File: src/hw/rtl/tga_pkg.sv
package tga_pkg;

  localparam int CFG_INDEX_BITS = 3;
  localparam int CFG_DATA_BITS  = 16;
  localparam int OUT_COORD_BITS = 16;

  localparam logic [CFG_INDEX_BITS-1:0] REG_WIDTH_PIXELS = 3'd0;
  localparam logic [CFG_INDEX_BITS-1:0] REG_HEIGHT_ROWS  = 3'd1;
  localparam logic [CFG_INDEX_BITS-1:0] REG_PIXEL_BYTES  = 3'd2;
  localparam logic [CFG_INDEX_BITS-1:0] REG_RLE_MODE     = 3'd3;
  localparam logic [CFG_INDEX_BITS-1:0] REG_TOP_ORIGIN   = 3'd4;

  localparam logic [2:0] PIX_BYTES_24 = 3'd3;
  localparam logic [2:0] PIX_BYTES_32 = 3'd4;

  localparam logic [7:0] RUN_FLAG   = 8'h80;
  localparam logic [7:0] COUNT_MASK = 8'h7f;

  // one decoded pixel, or a bare end-of-stream marker when pix is low
  typedef struct packed {
    logic       pix;
    logic       pkt_end;
    logic       last;
    logic [7:0] count;
    logic [7:0] red;
    logic [7:0] green;
    logic [7:0] blue;
    logic [7:0] alpha;
  } event_t;

  typedef struct packed {
    logic [OUT_COORD_BITS-1:0] row_index;
    logic [OUT_COORD_BITS-1:0] column_start;
    logic [7:0]                run_length;
    logic [7:0]                red;
    logic [7:0]                green;
    logic [7:0]                blue;
    logic [7:0]                alpha;
    logic                      image_done;
    logic                      truncated;
  } result_t;

endpackage

File: src/hw/rtl/tga_fifo.sv
module tga_fifo #(
  parameter int WIDTH = 8,
  parameter int DEPTH = 4
) (
  input  logic             clk,
  input  logic             rst,
  input  logic             push,
  input  logic [WIDTH-1:0] wdata,
  input  logic             pop,
  output logic [WIDTH-1:0] rdata,
  output logic             full,
  output logic             empty
);

  localparam int PTR_BITS = (DEPTH > 1) ? $clog2(DEPTH) : 1;
  localparam int CNT_BITS = $clog2(DEPTH + 1);
  localparam logic [PTR_BITS-1:0] LAST_PTR = PTR_BITS'(DEPTH - 1);

  logic [WIDTH-1:0]    mem [DEPTH];
  logic [PTR_BITS-1:0] wr_ptr;
  logic [PTR_BITS-1:0] rd_ptr;
  logic [CNT_BITS-1:0] count;
  logic                do_push;
  logic                do_pop;

  assign full    = (count == CNT_BITS'(DEPTH));
  assign empty   = (count == '0);
  assign do_push = push && !full;
  assign do_pop  = pop && !empty;
  assign rdata   = mem[rd_ptr];

  always_ff @(posedge clk) begin
    if (do_push) begin
      mem[wr_ptr] <= wdata;
    end
  end

  always_ff @(posedge clk) begin
    if (rst) begin
      wr_ptr <= '0;
      rd_ptr <= '0;
      count  <= '0;
    end else begin
      if (do_push) begin
        wr_ptr <= (wr_ptr == LAST_PTR) ? '0 : wr_ptr + 1'b1;
      end
      if (do_pop) begin
        rd_ptr <= (rd_ptr == LAST_PTR) ? '0 : rd_ptr + 1'b1;
      end
      if (do_push && !do_pop) begin
        count <= count + 1'b1;
      end else if (do_pop && !do_push) begin
        count <= count - 1'b1;
      end
    end
  end

endmodule

File: src/hw/rtl/tga_front.sv
module tga_front (
  input  logic           clk,
  input  logic           rst,
  input  logic           push,
  input  logic           full,
  input  logic [7:0]     data_byte,
  input  logic           last_byte,
  input  logic           hold,
  input  logic [2:0]     pixel_bytes,
  input  logic           rle_mode,
  output logic           ev_push,
  output tga_pkg::event_t ev
);

  import tga_pkg::*;

  logic [7:0]  rem;
  logic [7:0]  rem_next;
  logic        rep;
  logic        rep_next;
  logic [1:0]  bpos;
  logic [1:0]  bpos_next;
  logic [23:0] buffer;
  logic        buf_we;
  logic        take;
  logic [1:0]  need;
  logic [7:0]  rem_eff;
  logic        rep_eff;

  assign take = push && !full && !hold;

  always_comb begin
    rem_next  = rem;
    rep_next  = rep;
    bpos_next = bpos;
    buf_we    = 1'b0;
    ev_push   = 1'b0;
    ev        = '0;
    need      = (pixel_bytes == PIX_BYTES_24) ? 2'd2 : 2'd3;
    rem_eff   = (rem == '0) ? 8'd1 : rem;
    rep_eff   = (rem == '0) ? 1'b0 : rep;
    if (take) begin
      ev.last = last_byte;
      if (rem == '0 && rle_mode) begin
        // packet header
        rep_next  = (data_byte & RUN_FLAG) != '0;
        rem_next  = (data_byte & COUNT_MASK) + 8'd1;
        bpos_next = 2'd0;
        ev_push   = last_byte;
      end else if (bpos < need) begin
        buf_we    = 1'b1;
        bpos_next = bpos + 2'd1;
        rem_next  = rem_eff;
        rep_next  = rep_eff;
        ev_push   = last_byte;
      end else begin
        bpos_next  = 2'd0;
        rep_next   = rep_eff;
        rem_next   = rep_eff ? 8'd0 : rem_eff - 8'd1;
        ev.pix     = 1'b1;
        ev.count   = rep_eff ? rem_eff : 8'd1;
        ev.pkt_end = (rem_next == '0);
        ev.blue    = buffer[7:0];
        ev.green   = buffer[15:8];
        ev.red     = (need == 2'd2) ? data_byte : buffer[23:16];
        ev.alpha   = (need == 2'd3) ? data_byte : 8'd0;
        ev_push    = 1'b1;
      end
    end
  end

  always_ff @(posedge clk) begin
    if (buf_we) begin
      case (bpos)
        2'd0: begin
          buffer[7:0] <= data_byte;
        end
        2'd1: begin
          buffer[15:8] <= data_byte;
        end
        default: begin
          buffer[23:16] <= data_byte;
        end
      endcase
    end
  end

  always_ff @(posedge clk) begin
    if (rst) begin
      rem  <= '0;
      rep  <= 1'b0;
      bpos <= '0;
    end else begin
      rem  <= rem_next;
      rep  <= rep_next;
      bpos <= bpos_next;
    end
  end

endmodule

File: src/hw/rtl/tga_back.sv
module tga_back #(
  parameter int COORD_BITS = 16
) (
  input  logic                  clk,
  input  logic                  rst,
  input  logic                  ev_valid,
  input  tga_pkg::event_t       ev,
  input  logic [COORD_BITS-1:0] width_pixels,
  input  logic [COORD_BITS-1:0] height_rows,
  input  logic                  top_origin,
  input  logic                  pop,
  output logic                  ev_pop,
  output logic                  hold,
  output logic                  out_valid,
  output tga_pkg::result_t      res
);

  import tga_pkg::*;

  localparam int CB = COORD_BITS;

  logic [CB:0]   col;
  logic [CB-1:0] row;
  logic          complete;
  logic          failed;

  logic [CB:0]   wide;
  logic [CB:0]   cnt_w;
  logic [CB:0]   room;
  logic [CB:0]   len_w;
  logic [CB:0]   col_sum;
  logic [CB:0]   col_after;
  logic [CB-1:0] row_inc;
  logic [CB-1:0] row_after;
  logic [CB-1:0] row_sel;
  logic [CB-1:0] dest;
  logic [CB-1:0] col_clip;
  logic          in_row;
  logic          adv;
  logic          done;
  logic          trunc;
  logic          pix_out;
  logic          have;
  logic          work;
  result_t       res_next;

  assign hold   = complete || failed || (width_pixels == '0) || (height_rows == '0) ||
                  (row >= height_rows);
  assign ev_pop = ev_valid && (!out_valid || pop);
  assign work   = ev_pop && !hold;

  always_comb begin
    wide      = {1'b0, width_pixels};
    cnt_w     = (CB + 1)'(ev.count);
    in_row    = col < wide;
    room      = wide - col;
    len_w     = (room < cnt_w) ? room : cnt_w;
    col_sum   = col + cnt_w;
    row_inc   = row + 1'b1;
    adv       = ev.pix && ev.pkt_end && (col_sum >= wide);
    done      = adv && (row_inc >= height_rows);
    col_after = adv ? '0 : (ev.pix ? col_sum : col);
    row_after = adv ? row_inc : row;
    trunc     = ev.last && !done;
    pix_out   = ev.pix && in_row;
    have      = pix_out || done || trunc;
    row_sel   = (pix_out || done) ? row : row_after;
    dest      = top_origin ? row_sel : height_rows - 1'b1 - row_sel;
    col_clip  = (col_after > wide) ? width_pixels : col_after[CB-1:0];

    res_next              = '0;
    res_next.row_index    = OUT_COORD_BITS'(dest);
    res_next.image_done   = done;
    res_next.truncated    = trunc;
    if (pix_out) begin
      res_next.column_start = OUT_COORD_BITS'(col[CB-1:0]);
      res_next.run_length   = len_w[7:0];
      res_next.red          = ev.red;
      res_next.green        = ev.green;
      res_next.blue         = ev.blue;
      res_next.alpha        = ev.alpha;
    end else if (trunc) begin
      res_next.column_start = OUT_COORD_BITS'(col_clip);
    end
  end

  always_ff @(posedge clk) begin
    if (work && have) begin
      res <= res_next;
    end
  end

  always_ff @(posedge clk) begin
    if (rst) begin
      col       <= '0;
      row       <= '0;
      complete  <= 1'b0;
      failed    <= 1'b0;
      out_valid <= 1'b0;
    end else begin
      if (work) begin
        col      <= col_after;
        row      <= row_after;
        complete <= done;
        failed   <= trunc;
      end
      if (ev_pop) begin
        out_valid <= work && have;
      end else if (pop) begin
        out_valid <= 1'b0;
      end
    end
  end

endmodule

File: src/hw/rtl/tga_truecolor_rle_decoder.sv
// True-colour TGA pixel-data decoder, raw or RLE, one stream byte per item.
// Input channel: push/full with data_byte and last_byte; a byte is taken at
// an edge with push high and full low. Result channel: empty/pop; the oldest
// run (row, column, length, colour, image_done, truncated) is on the ports
// while empty is low and leaves at an edge with pop high.
// Configuration: cfg_write/cfg_index/cfg_data; write only while idle (the block does not enforce this).
// Throughput: one byte per cycle while full is low, including bytes that give runs.
// A byte that completes a pixel puts its event into the small event queue as it
// is taken; the run/row stage then loads the output register from the queue
// head, waiting behind older queued items or while the receiver stalls.
// The front keeps taking bytes while the receiver stalls until the event
// queue (QUEUE_DEPTH items) fills; full then stays high until pop frees it.
// Reset clears packet, column and row state, the queue and the output, and
// loads the registers with width 1, height 1, 4-byte pixels, raw, bottom-up.
// After the last pixel of the image, or a byte marked last, further bytes are
// taken and dropped until the next reset.
module tga_truecolor_rle_decoder #(
  parameter int COORD_BITS  = 16,
  parameter int QUEUE_DEPTH = 4
) (
  input  logic                                clk,
  input  logic                                rst,
  input  logic                                cfg_write,
  input  logic [tga_pkg::CFG_INDEX_BITS-1:0]  cfg_index,
  input  logic [tga_pkg::CFG_DATA_BITS-1:0]   cfg_data,
  input  logic                                push,
  output logic                                full,
  input  logic [7:0]                          data_byte,
  input  logic                                last_byte,
  output logic                                empty,
  input  logic                                pop,
  output logic [tga_pkg::OUT_COORD_BITS-1:0]  row_index,
  output logic [tga_pkg::OUT_COORD_BITS-1:0]  column_start,
  output logic [7:0]                          run_length,
  output logic [7:0]                          red,
  output logic [7:0]                          green,
  output logic [7:0]                          blue,
  output logic [7:0]                          alpha,
  output logic                                image_done,
  output logic                                truncated
);

  import tga_pkg::*;

  logic [COORD_BITS-1:0] width_pixels;
  logic [COORD_BITS-1:0] height_rows;
  logic [2:0]            pixel_bytes;
  logic                  rle_mode;
  logic                  top_origin;

  logic    ev_push;
  logic    ev_pop;
  logic    ev_empty;
  logic    hold;
  logic    out_valid;
  event_t  ev_in;
  event_t  ev_out;
  result_t res;

  always_ff @(posedge clk) begin
    if (rst) begin
      width_pixels <= COORD_BITS'(1);
      height_rows  <= COORD_BITS'(1);
      pixel_bytes  <= PIX_BYTES_32;
      rle_mode     <= 1'b0;
      top_origin   <= 1'b0;
    end else if (cfg_write) begin
      case (cfg_index)
        REG_WIDTH_PIXELS: begin
          width_pixels <= cfg_data[COORD_BITS-1:0];
        end
        REG_HEIGHT_ROWS: begin
          height_rows <= cfg_data[COORD_BITS-1:0];
        end
        REG_PIXEL_BYTES: begin
          pixel_bytes <= cfg_data[2:0];
        end
        REG_RLE_MODE: begin
          rle_mode <= cfg_data[0];
        end
        REG_TOP_ORIGIN: begin
          top_origin <= cfg_data[0];
        end
        default: begin
        end
      endcase
    end
  end

  tga_front u_front (
    .clk         (clk),
    .rst         (rst),
    .push        (push),
    .full        (full),
    .data_byte   (data_byte),
    .last_byte   (last_byte),
    .hold        (hold),
    .pixel_bytes (pixel_bytes),
    .rle_mode    (rle_mode),
    .ev_push     (ev_push),
    .ev          (ev_in)
  );

  tga_fifo #(
    .WIDTH ($bits(event_t)),
    .DEPTH (QUEUE_DEPTH)
  ) u_queue (
    .clk   (clk),
    .rst   (rst),
    .push  (ev_push),
    .wdata (ev_in),
    .pop   (ev_pop),
    .rdata (ev_out),
    .full  (full),
    .empty (ev_empty)
  );

  tga_back #(
    .COORD_BITS (COORD_BITS)
  ) u_back (
    .clk          (clk),
    .rst          (rst),
    .ev_valid     (!ev_empty),
    .ev           (ev_out),
    .width_pixels (width_pixels),
    .height_rows  (height_rows),
    .top_origin   (top_origin),
    .pop          (pop),
    .ev_pop       (ev_pop),
    .hold         (hold),
    .out_valid    (out_valid),
    .res          (res)
  );

  assign empty        = !out_valid;
  assign row_index    = res.row_index;
  assign column_start = res.column_start;
  assign run_length   = res.run_length;
  assign red          = res.red;
  assign green        = res.green;
  assign blue         = res.blue;
  assign alpha        = res.alpha;
  assign image_done   = res.image_done;
  assign truncated    = res.truncated;

endmodule
File: config.mk
export PLATFORM = sky130hd
export DESIGN_NAME = tga_truecolor_rle_decoder
export DESIGN_NICKNAME = d
export VERILOG_FILES = /design/src/hw/rtl/tga_pkg.sv /design/src/hw/rtl/tga_fifo.sv /design/src/hw/rtl/tga_front.sv /design/src/hw/rtl/tga_back.sv /design/src/hw/rtl/tga_truecolor_rle_decoder.sv
export SDC_FILE = /design/constraint.sdc
export NUM_CORES = 1
export LEC_CHECK = 0
export BUFFER_PORTS_ARGS = -buffer_cell sky130_fd_sc_hd__buf_4
export CORE_UTILIZATION = 35
export CTS_CLUSTER_SIZE = 20
export DETAILED_ROUTE_END_ITERATION = 16
export HOLD_SLACK_MARGIN = 0.02
export PLACE_DENSITY_LB_ADDON = 0.08
export SKIP_LAST_GASP = 1
export SYNTH_ARGS = -nofsm -noshare
export SYNTH_HDL_FRONTEND = slang
export SYNTH_SLANG_ARGS = --single-unit
File: constraint.sdc
create_clock -name clk -period 17.9 [get_ports clk]
set_input_delay 0.895 -clock clk [delete_from_list [all_inputs] [get_ports clk]]
set_output_delay 0.895 -clock clk [all_outputs]
set_load 0.05 [all_outputs]
# Word level (Yosys, flattened, before mapping)

Memories as Yosys holds them, arrays and structs flattened. A register that Yosys moved wholly into a read port is not among the register bits.
Cells that the tools add are included.

Register bits after elaboration: 189
Memory bits (writable): 172
Output and inout port bits: 76
Memories: 1

Memory list:

| memory      | depth | bits a word | rd ports | clocked after Yosys merged registers in | write ports | RTL line       | text |
|---|---|---|---|---|---|---|---|
| u_queue.mem | 4     | 43          | 1        | 1                                       | 1           | tga_fifo.sv:19 | `logic [WIDTH-1:0] mem [DEPTH];` |

Add/sub/neg operators: 12
Magnitude comparators: 7
Eq/ne operators: 11
Muxes and demuxes: 42
Bitwise gates (word level): 1
Reductions and logical operators: 47

Operators by type and width:

| operator              | number |
|---|---|
| $mux 16               | 6 |
| $mux 40               | 2 |
| $mux 8                | 8 |
| $mux 43               | 1 |
| $mux 17               | 2 |
| $ge 16x16->1          | 2 |
| $logic_not 16->1      | 2 |
| $add 17x8->17         | 1 |
| $ge 17x16->1          | 1 |
| $gt 17x16->1          | 1 |
| $lt 17x16->1          | 1 |
| $lt 17x8->1           | 1 |
| $sub 16x17->17        | 1 |
| $add 16x1->16 const B | 1 |
| $logic_not 8->1       | 2 |
| $mux 2                | 8 |
| $reduce_and 2->1      | 8 |
| $sub 16x1->16 const B | 1 |
| $sub 16x16->16        | 1 |
| $logic_and 1x1->1     | 15 |
| $mux 1                | 13 |
| $eq 3x2->1 const B    | 3 |
| $add 7x1->8 const B   | 1 |
| $eq 2x2->1 const B    | 4 |
| other kinds (16)      | 34 |

# Longest topological paths before layout

Gate-level depths: netlist (run 1).

Depth in word-level cells: 12
Mapped depth: 32

# Modules after synthesis

A second synthesis (run 1) with hierarchy kept.

Cells, all modules: 1653
Area, all modules: 19338.5 um^2

By module, submodules not included:

| module                    | times used | cells an instance | area an instance (um^2) | seq. area each (um^2) |
|---|---|---|---|---|
| tga_back                  | 1          | 1024              | 9100.0                  | 2942.8 |
| tga_fifo                  | 1          | 275               | 6688.9                  | 5345.1 |
| tga_front                 | 1          | 206               | 1971.9                  | 940.9 |
| tga_truecolor_rle_decoder | 1          | 148               | 1577.8                  | 740.7 |

# Worst setup path after synthesis (run 1)

OpenSTA, ideal clock, no wires.

Path kind: register to register
Start point: reg with a tool-made name
End point: reg, netlist name u_back.res[0]
Setup time: 507 ps
Arrival time: 7429 ps
Setup slack: 9964 ps
Cell stages (with the launch flop): 20
Cell sequence: dfxtp_1 buf_4 buf_1 mux4_2 ha_1 a21oi_1 a21oi_1 o211ai_1 a21oi_1 and3_1 xnor2_1 ha_1 nand3_1 nor2_1 o21ai_0 a21o_1 a31oi_2 nor2b_1 nor3_1 nor2_1

==> results.sh, run 1 <==
export IMPL_worstPathRequired_ns=18.22
export IMPL_post_route_min_period_ns=8.73
export IMPL_die_w_um=235
export IMPL_synth_top_cells_by_count="edfxtp_1 (270), nand2_1 (188), nor2_1 (143), a21oi_1 (138), ha_1 (120)"
export IMPL_seqPwrFrac_pct=30.3
export IMPL_critPathBufInv=2
export IMPL_yosysTopAreaCell="edfxtp_1"
export IMPL_clkPwrFrac_pct=22.4
export IMPL_routabilityCongestion=0.858
export IMPL_cts_max_level=2
export IMPL_initial_utilization_pct=35.8
export IMPL_avgViaCountPerCell=5.23
export IMPL_finalSetupViolations=0
export IMPL_r2r_cells=28
export IMPL_ant_nets=0
export IMPL_cts_repair_resize_count=0
export IMPL_slew_headroom_pct=27.7
export IMPL_slowest_delay_ns=0.71
export IMPL_irDropWorstVdd_uv=101
export IMPL_grt_max_degree=91
export IMPL_cp_arrival_ns=9.04
export IMPL_maxSlewViolCount=0
export IMPL_cp_end_kind="register"
export IMPL_crit_fanout=43
export IMPL_die_y_um=235
export IMPL_tns_ns=0
export IMPL_grt_pass1_vias=12982
export IMPL_ctsHoldBuffers=0
export IMPL_fmax_mhz=115
export IMPL_numCtsBuffers=44
export IMPL_rsz0062_at_grt="false"
export IMPL_coreArea_mm2=0.0530
export IMPL_grt_ovfl_total=0
export IMPL_grt_usage_pct=18.1
export IMPL_ios=109
export IMPL_netlist_instances=1687
export IMPL_grt_pass1_wl_um=77700
export IMPL_power_frac_comb_pct=47.3
export IMPL_ys_flop_type="edfxtp_1"
export IMPL_yosysTopAreaCellShare_pct=42.8
export IMPL_tightest_slew_ns=1.08
export IMPL_hold_viol_final=0
export IMPL_maxCapViolations=0
export IMPL_drc_errors=0
export IMPL_routed_wl_um=50400
export IMPL_yosysWarnings=0
export IMPL_ys_top_cells_by_area="edfxtp_1 (43%), dfxtp_1 (9.8%), ha_1 (7.9%)"
export IMPL_holdPathStages=2
export IMPL_holdPathEnd="pixel_bytes[0]$_SDFFE_PP0P_"
export IMPL_finClkSkew_ns=0.0110
export IMPL_dp_hpwl_um=34200
export IMPL_synth_cell_type_count=72
export IMPL_critical_path_class="register to register"
export IMPL_ff2ff_setup_slack_ns=9.17
export IMPL_cp_slowest_cell="buf_4"
export IMPL_status="finished, final reports clean"
export IMPL_port_buffers=108
export IMPL_drtIter0Drc=887
export IMPL_synth_seq_cells=363
export IMPL_diodes=0
export IMPL_antenna_found_initial=1
export IMPL_syn_avg_cell_area_um2=11.2
export IMPL_synth_most_common_cell="edfxtp_1"
export IMPL_cts_buffer_depth=3
export IMPL_min_path_type="register to register"
export IMPL_cp_top_family="compound AO/OA/AOI/OAI gates"
export IMPL_cts_tree="yes"
export IMPL_powerDensity_mw_per_mm2=179
export IMPL_worstHoldStart="pixel_bytes[0]$_SDFFE_PP0P_"
export IMPL_areaGrowthSynthToFinish_pct=15.5
export IMPL_synth_seq_area_share_pct=52.6
export IMPL_row_count=84
export IMPL_synth_enable_flop_cells=270
export IMPL_p_leak_nw=8.22
export IMPL_syn_area_mm2=0.0189
export IMPL_hold_slack_ns=0.491
export IMPL_vias=13121
export IMPL_cts_root_buffer="clkbuf_16"
export IMPL_r2r_end="u_back.res[73]$_DFFE_PP_"
export IMPL_fin_nets=1945
export IMPL_fin_crit_sh_pct=48.8
export IMPL_switching_share_pct=41.5
export IMPL_final_util_pct=41.3
export IMPL_cts_num_sinks=363
export IMPL_drt_pre_antenna_iters=5
export IMPL_postCtsSetupRepairBufs=0
export IMPL_worst_setup_path_start_kind="register"
export IMPL_cell_internal_pwr_mw=2.29
export IMPL_clkLatencyLatePin_ns=0.57
export IMPL_power_switching_mw=1.63
export IMPL_clk_pin_slew_ns=0.06
export IMPL_synth_async_sr_flop_share_pct=0
export IMPL_drive_gt1_share_pct=14.0
export IMPL_routedWlPerCell_um=20.1
export IMPL_synth_fp_nets=1844
export IMPL_totalPowerFinal_mw=3.92
export IMPL_die_area_mm2=0.0551
worst register-to-register path: cells and delay by family (launching register included):
kind,cells,cell delay (ns)
xor gates and xnor gates,3,0.42
DFF,1,0.31
muxes,2,1.07
buffers and inverters,2,1.07
AOI/OAI and AO/OA,12,3.24
and+or+nand+nor,6,1.37
adders and majority gates,3,0.99
worst max-delay path by stage:
| stage | end | slack [ns] | cells past startpoint |
|---|---|---|---|
| 6_report | u_back.res[73]$_DFFE_PP_ | 9.17 | 28 |
| 5_1_grt | u_back.res[73]$_DFFE_PP_ | 8.39 | 28 |
| 4_1_cts | u_back.res[73]$_DFFE_PP_ | 9.07 | 28 |
| 3_5_place_dp | u_back.res[73]$_DFFE_PP_ | 9.10 | 28 |
| 3_3_place_gp | u_back.res[73]$_DFFE_PP_ | 9.37 | 28 |
| 2_1_floorplan | u_back.res[0]$_DFFE_PP_ | 9.96 | 19 |
metal layers:
metal / up-vias / track usage [%] / share of wire, %
met3: 67 / 2.69 / 4.0
met1: 6438 / 24.6 / 46
met2: 248 / 30.3 / 48
met5: - / 0 / 0
met4: 0 / 4.65 / 2.0
li1: 6368 / - / -
state kept, by name (all words and copies together) (netlist names), named ones only:
name / flops
height_rows: 16
pixel_bytes: 3
rle_mode: 1
top_origin: 1
u_back.col: 17
u_back.complete: 1
u_back.failed: 1
u_back.out_valid: 1
u_back.res: 74
u_back.row: 16
u_front.bpos: 2
u_front.buffer: 24
u_front.rem: 8
u_front.rep: 1
u_queue.count: 3
u_queue.mem: 172
u_queue.rd_ptr: 2
u_queue.wr_ptr: 2
width_pixels: 16
cell usage in the layout, fill, tap and decap left out, drive strengths merged, types with 41 or more instances in the layout:
master,n
and2,46
xnor2,46
mux4,43
o21ai,41
ha,120
inv,90
buf,125
nor2,143
dfxtp,93
xor2,42
edfxtp,270
a21oi,138
clkbuf,66
nand2,188
cells by family (layout without fill, tap and decap cells):
family          count (synthesis)  after routing  share of synthesized area [%]
compound gates                306            306                           10.2
simple gates                  568            568                           14.3
fa+ha+maj                     124            124                           8.35
flops                         363            363                           52.6
mux                            80             80                           7.07
xor+xnor                       88             88                           4.07
buf+inv                       158            294                           3.30
final cells by class:
type / instances / area, um^2
clock inverter: 15 / 169
timing repair buffer: 125 / 938
multi-input combinational: 1166 / 8360
clock buffer: 66 / 1250
tap: 688 / 861
fill: 5123 / 31100
sequential: 363 / 9970
inverter: 88 / 330
power by group through the flow:
| stage | logic, mW | clock network, mW | registers [mW] |
|---|---|---|---|
| detailed placement | 1.88 | 0 | 1.21 |
| global placement | 1.88 | 0 | 1.21 |
| CTS | 1.89 | 0.905 | 1.19 |
| finish | 1.85 | 0.879 | 1.19 |
| global route | 2.02 | 0.938 | 1.21 |
| floorplan | 1.05 | 0 | 1.51 |
stage by stage:
step / area, um^2 / cells / setup slack (ns)
after global placement: 20500 / 2430 / 9.37
after CTS: 21900 / 2511 / 9.07
final: 21900 / 2511 / 9.17
after global routing: 21900 / 2511 / 8.39
after detailed placement: 20500 / 2430 / 9.10
after floorplan: 18900 / 1687 / 9.96
Note: power is estimated with default switching activity, not from simulation.
==> run 2: changes to the inputs <==
ABC_AREA = 1   (was unset)
clock period = 8.05 ns   (was 17.9 ns; I/O delays follow)
==> run 2 against run 1 <==
Effect of this change:
- sequential power rose by 130%
- global-route usage increased by 1.6 points
- routed wire length grew 8.5%
- highest routed layer is now met5
- synthesized area grew 0.42%
==> results.sh, run 2 <==
export IMPL_status="finished, final reports clean"
export IMPL_fin_nets=2320
export IMPL_synth_top_cells_by_count="nand2_1 (376), edfxtp_1 (270), inv_1 (264), a21oi_1 (223), o21ai_0 (170)"
export IMPL_post_route_min_period_ns=7.16
export IMPL_areaGrowthSynthToFinish_pct=15.8
export IMPL_grt_pass1_wl_um=84400
export IMPL_slew_headroom_pct=30.7
export IMPL_clkLatencyLatePin_ns=0.59
export IMPL_cts_num_sinks=363
export IMPL_syn_area_mm2=0.0190
export IMPL_antenna_found_initial=1
export IMPL_synth_seq_cells=363
export IMPL_grt_max_degree=78
export IMPL_coreArea_mm2=0.0538
export IMPL_synth_most_common_cell="nand2_1"
export IMPL_tns_ns=0
export IMPL_row_count=85
export IMPL_critical_path_class="register to register"
export IMPL_p_leak_nw=9.07
export IMPL_regMostFlops="u_queue.mem"
export IMPL_port_buffers=108
export IMPL_die_y_um=235
export IMPL_ant_nets=0
export IMPL_layout_commonest_cell="nand2_1"
export IMPL_finClkSkew_ns=0.0288
export IMPL_ys_top_cells_by_area="edfxtp_1 (43%), dfxtp_1 (9.8%), ha_1 (7.9%)"
export IMPL_cts_buffer_depth=3
export IMPL_numCtsBuffers=43
export IMPL_yosysTopAreaCellShare_pct=42.6
export IMPL_drc_errors=0
export IMPL_largest_reg_flops=172
export IMPL_rsz0062_at_grt="false"
export IMPL_synth_async_sr_flop_share_pct=0
export IMPL_netlist_instances=2067
export IMPL_cts_tree="yes"
export IMPL_fin_crit_sh_pct=89.0
export IMPL_drtIter0Drc=941
export IMPL_top_regs="u_queue.mem x172, u_back.res x74, u_front.buffer x24"
export IMPL_worstPathRequired_ns=8.38
export IMPL_diodes=0
export IMPL_yosysWarnings=0
export IMPL_syn_avg_cell_area_um2=9.20
export IMPL_synth_fp_nets=2224
export IMPL_tightest_slew_ns=1.04
export IMPL_hold_slack_ns=0.0607
export IMPL_synth_cell_type_count=52
export IMPL_drive_gt1_share_pct=10.9
export IMPL_totalPowerFinal_mw=10.0
export IMPL_crit_fanout=33
export IMPL_vias=14836
export IMPL_layout_setup_ws_ns=0.889
export IMPL_routed_wl_um=54700
export IMPL_ios=109
export IMPL_initial_utilization_pct=35.4
export IMPL_finalSetupViolations=0
export IMPL_grt_pass1_vias=14586
export IMPL_maxCapViolations=0
export IMPL_hold_viol_final=0
export IMPL_drt_pre_antenna_iters=7
export IMPL_fmax_mhz=140
export IMPL_slowest_delay_ns=0.47
export IMPL_avgViaCountPerCell=5.13
export IMPL_final_cell_count_no_fill=2891
export IMPL_worst_setup_path_start_kind="register"
export IMPL_postCtsSetupRepairBufs=0
export IMPL_cp_end_kind="register"
export IMPL_pre_cts_slack_ns=0.728
export IMPL_irDropWorstVdd_uv=239
export IMPL_synth_enable_flop_cells=270
export IMPL_yosysTopAreaCell="edfxtp_1"
export IMPL_min_path_type="input port to register"
export IMPL_die_area_mm2=0.0553
export IMPL_routedWlPerCell_um=18.9
export IMPL_path_common_cell="nand2_1"
export IMPL_placed_cell_area_mm2=0.0206
export IMPL_cp_arrival_ns=7.49
export IMPL_cts_max_level=2
export IMPL_final_util_pct=40.9
export IMPL_dp_hpwl_um=37900
export IMPL_maxSlewViolCount=0
export IMPL_powerDensity_mw_per_mm2=455
export IMPL_cts_root_buffer="clkbuf_16"
export IMPL_die_w_um=235
export IMPL_grt_usage_pct=19.8
export IMPL_mostFrequentLayoutCells="nand2_1 (375), edfxtp_1 (270), inv_1 (259)"
export IMPL_synth_seq_area_share_pct=52.4
export IMPL_cp_slowest_cell="dfxtp_2"
export IMPL_dpl_cell_count=2813
export IMPL_routabilityCongestion=0.889
export IMPL_clk_pin_slew_ns=0.06
export IMPL_grt_ovfl_total=0
export IMPL_fin_area_mm2=0.0220
export IMPL_ys_flop_type="edfxtp_1"
## run 2: changes by cell type after synthesis, sizes merged, moves of 37 or more
cell | previous run | this run
o21ai | 41 | 181
mux4 | 43 | 0
and3 | 37 | 0
nand2 | 188 | 383
xnor2 | 46 | 4
inv | 88 | 266
nand3 | 34 | 90
a21oi | 138 | 223
mux2i | 37 | 0
and2 | 46 | 0
## run 2: logic make-up after synthesis
logic type,Yosys count,synth area share [%]
adder cells (fa/ha/maj),124,8.31
AO/OA/AOI/OAI,509,15.0
buffers and inverters,348,7.00
flip-flops,363,52.4
XOR/XNOR,38,1.75
AND/OR/NAND/NOR,685,15.5
## run 2: layer usage
layer | vias up | track usage [%] | wire, um
li1 | 7375 | - | -
met1 | 7016 | 24.3 | 23300
met2 | 345 | 34.8 | 27100
met3 | 98 | 2.91 | 2380
met4 | 2 | 7.66 | 1870
met5 | - | 0 | 9
## run 2: path summary, 6_finish.rpt
kind	start	to	slack [ns]	cells after the start
worst max-delay path	register	u_back.res[73]$_DFFE_PP_	0.89	44
worst min-delay path	data_byte[1]	u_front.buffer[9]$_DFFE_PP_	0.06	1
worst max register to register	register	u_back.res[73]$_DFFE_PP_	0.89	44
worst min register to register	u_front.bpos[1]$_SDFFE_PP0P_	u_front.bpos[1]$_SDFFE_PP0P_	0.47	2
## run 2: power breakdown
part	total (mW)	switching (mW)	internal, mW
combinational	5.32	3.69	1.63
clock	1.92	0.820	1.10
sequential	2.77	0.198	2.58
## run 2: critical path: cells and delay by family, from the launching register on
family                     cells  cell delay [ns]
buffers and inverters          9             1.20
xor gates and xnor gates       1             0.16
DFF                            1             0.47
and+or+nand+nor               21             2.33
adders and majority gates      3             1.03
AOI/OAI and AO/OA             10             1.73
## run 2: cell type report
class	instances	area [um^2]
inverters	267	1010
clock inverters	24	240
clock buffers	53	1130
multi-input cells	1356	7780
well taps	696	871
flip-flops and latches	363	9970
repair buffers	132	1010
fillers	5306	31800
## run 2: what timing repair did
item	4_1_cts	5_1_grt
gates resized for setup	0	9
setup endpoints to repair	0	3
hold endpoints to repair	3	0
hold buffers	1	0
==> run 3: changes to the inputs <==
ABC_AREA = 0   (was 1)
==> run 3 against run 2 <==
Effect of this change:
- highest routed layer unchanged
- via count down 12%
- cell count down 13%
- first-iteration DRC count down 14%
- combinational power down 23%
- final area down 0.56%
- largest power group unchanged
- non-clock buffer count down 6
- clock skew up 0.00072 ns
==> results.sh, run 3 (synthesized netlist as in run 1, its figures left out) <==
export IMPL_r2r_end="u_back.res[52]$_DFFE_PP_"
export IMPL_finClkSkew_ns=0.0296
export IMPL_row_count=84
export IMPL_cp_arrival_ns=7.69
export IMPL_grt_max_degree=76
export IMPL_drtIter0Drc=810
export IMPL_cts_root_buffer="clkbuf_16"
export IMPL_ctsHoldBuffers=0
export IMPL_dp_hpwl_um=34600
export IMPL_worst_setup_path_start_kind="register"
export IMPL_fin_nets=1946
export IMPL_final_util_pct=41.3
export IMPL_die_y_um=235
export IMPL_cts_tree="yes"
export IMPL_critical_path_class="register to register"
export IMPL_vias=13036
export IMPL_ant_nets=0
export IMPL_min_path_type="input port to register"
export IMPL_layout_commonest_cell="edfxtp_1"
export IMPL_clk_pin_slew_ns=0.06
export IMPL_areaGrowthSynthToFinish_pct=15.6
export IMPL_p_leak_nw=8.23
export IMPL_post_route_min_period_ns=7.42
export IMPL_cp_end_kind="register"
export IMPL_cts_num_sinks=363
export IMPL_crit_fanout=25
export IMPL_grt_ovfl_total=0
export IMPL_fin_crit_sh_pct=92.2
export IMPL_fmax_mhz=135
export IMPL_regMostFlops="u_queue.mem"
export IMPL_rsz0062_at_grt="false"
export IMPL_die_w_um=235
export IMPL_ff2ff_setup_slack_ns=0.63
export IMPL_worstSetupEndpoint="u_back.res[52]$_DFFE_PP_"
export IMPL_ios=109
export IMPL_maxSlewViolCount=0
export IMPL_grt_pass1_vias=13119
export IMPL_largest_reg_flops=172
export IMPL_finalSetupViolations=0
export IMPL_grt_pass1_wl_um=77600
export IMPL_routed_wl_um=50300
export IMPL_cts_repair_resize_count=0
export IMPL_drc_errors=0
export IMPL_slew_headroom_pct=27.6
export IMPL_die_area_mm2=0.0551
export IMPL_postCtsSetupRepairBufs=0
export IMPL_top_regs="u_queue.mem x172, u_back.res x74, u_front.buffer x24"
export IMPL_status="finished, final reports clean"
export IMPL_cts_buffer_depth=3
export IMPL_grt_usage_pct=18.2
export IMPL_nFillCells=5095
export IMPL_slowest_delay_ns=0.79
export IMPL_r2r_cells=25
export IMPL_mostFrequentLayoutCells="edfxtp_1 (270), nand2_1 (188), nor2_1 (142)"
export IMPL_clkLatencyLatePin_ns=0.58
export IMPL_tightest_slew_ns=1.08
export IMPL_maxCapViolations=0
export IMPL_totalPowerFinal_mw=8.74
export IMPL_coreArea_mm2=0.0530
export IMPL_diodes=0
export IMPL_tns_ns=0
export IMPL_hold_viol_final=0
export IMPL_irDropWorstVdd_uv=202
export IMPL_worstPathRequired_ns=8.32
export IMPL_drt_pre_antenna_iters=5
export IMPL_numCtsBuffers=44
export IMPL_antenna_found_initial=1
export IMPL_powerDensity_mw_per_mm2=399
export IMPL_path_common_cell="ha_1"
export IMPL_drive_gt1_share_pct=14.3
export IMPL_cts_max_level=2
export IMPL_initial_utilization_pct=35.8
export IMPL_cp_slowest_cell="nor3_4"
export IMPL_routabilityCongestion=0.837
export IMPL_port_buffers=108
export IMPL_avgViaCountPerCell=5.19
export IMPL_routedWlPerCell_um=20.0
[run 3: how the worst min path moves through the flow]
stage                                       from                           end  slack (ns)  cells after the start
floorplan           u_back.complete$_SDFFE_PP0P_  u_back.complete$_SDFFE_PP0P_        0.44                      2
global placement      u_back.failed$_SDFFE_PP0P_    u_back.failed$_SDFFE_PP0P_        0.46                      2
detailed placement    u_back.failed$_SDFFE_PP0P_    u_back.failed$_SDFFE_PP0P_        0.47                      2
CTS                                 data_byte[7]  u_front.buffer[23]$_DFFE_PP_        0.05                      1
global route                        data_byte[7]  u_front.buffer[15]$_DFFE_PP_        0.07                      1
finish                              data_byte[7]  u_front.buffer[15]$_DFFE_PP_        0.08                      1
[run 3: final cells by class]
class	count	area [um^2]	area share, %
clock buffers	60	1220	5.58
clock inverters	21	203	0.926
inverters	88	330	1.51
multi-input cells	1166	8360	38.2
flip-flops and latches	363	9970	45.5
well taps	688	861	3.93
repair buffers	126	946	4.32
[run 3: critical path, delay by kind of cell (launching register included)]
family	cells	cell delay [ns]
AND/OR/NAND/NOR	6	1.54
AO/OA/AOI/OAI	12	2.96
flip-flops	1	0.66
buffers and inverters	1	0.26
XOR/XNOR	1	0.12
multiplexers	2	0.72
adder cells (fa/ha/maj)	3	0.83
[run 3: routing by layer]
metal	up-vias	global-route usage, %	part of all wire, %
li1	6377	-	-
met1	6329	24.6	46
met2	254	30.4	48
met3	74	2.73	4.3
met4	2	4.88	2.1
met5	-	0	0.018
[run 3: per-stage QoR]
stage | hold slack (ns) | instance area [um^2] | setup slack [ns] | instances
after floorplan | 0.437 | 18900 | 0.114 | 1687
after global placement | 0.463 | 20500 | 0.762 | 2431
after detailed placement | 0.468 | 20500 | 0.644 | 2431
after CTS | 0.0496 | 21900 | 0.565 | 2512
after global routing | 0.0719 | 21900 | 0.0165 | 2512
final | 0.0821 | 21900 | 0.629 | 2512
[run 3: report_power, final]
group	total, mW	switching (mW)	leakage (nW)	internal, mW
clock	1.94	0.807	0.692	1.14
combinational	4.12	2.67	4.16	1.45
sequential	2.67	0.177	3.37	2.49
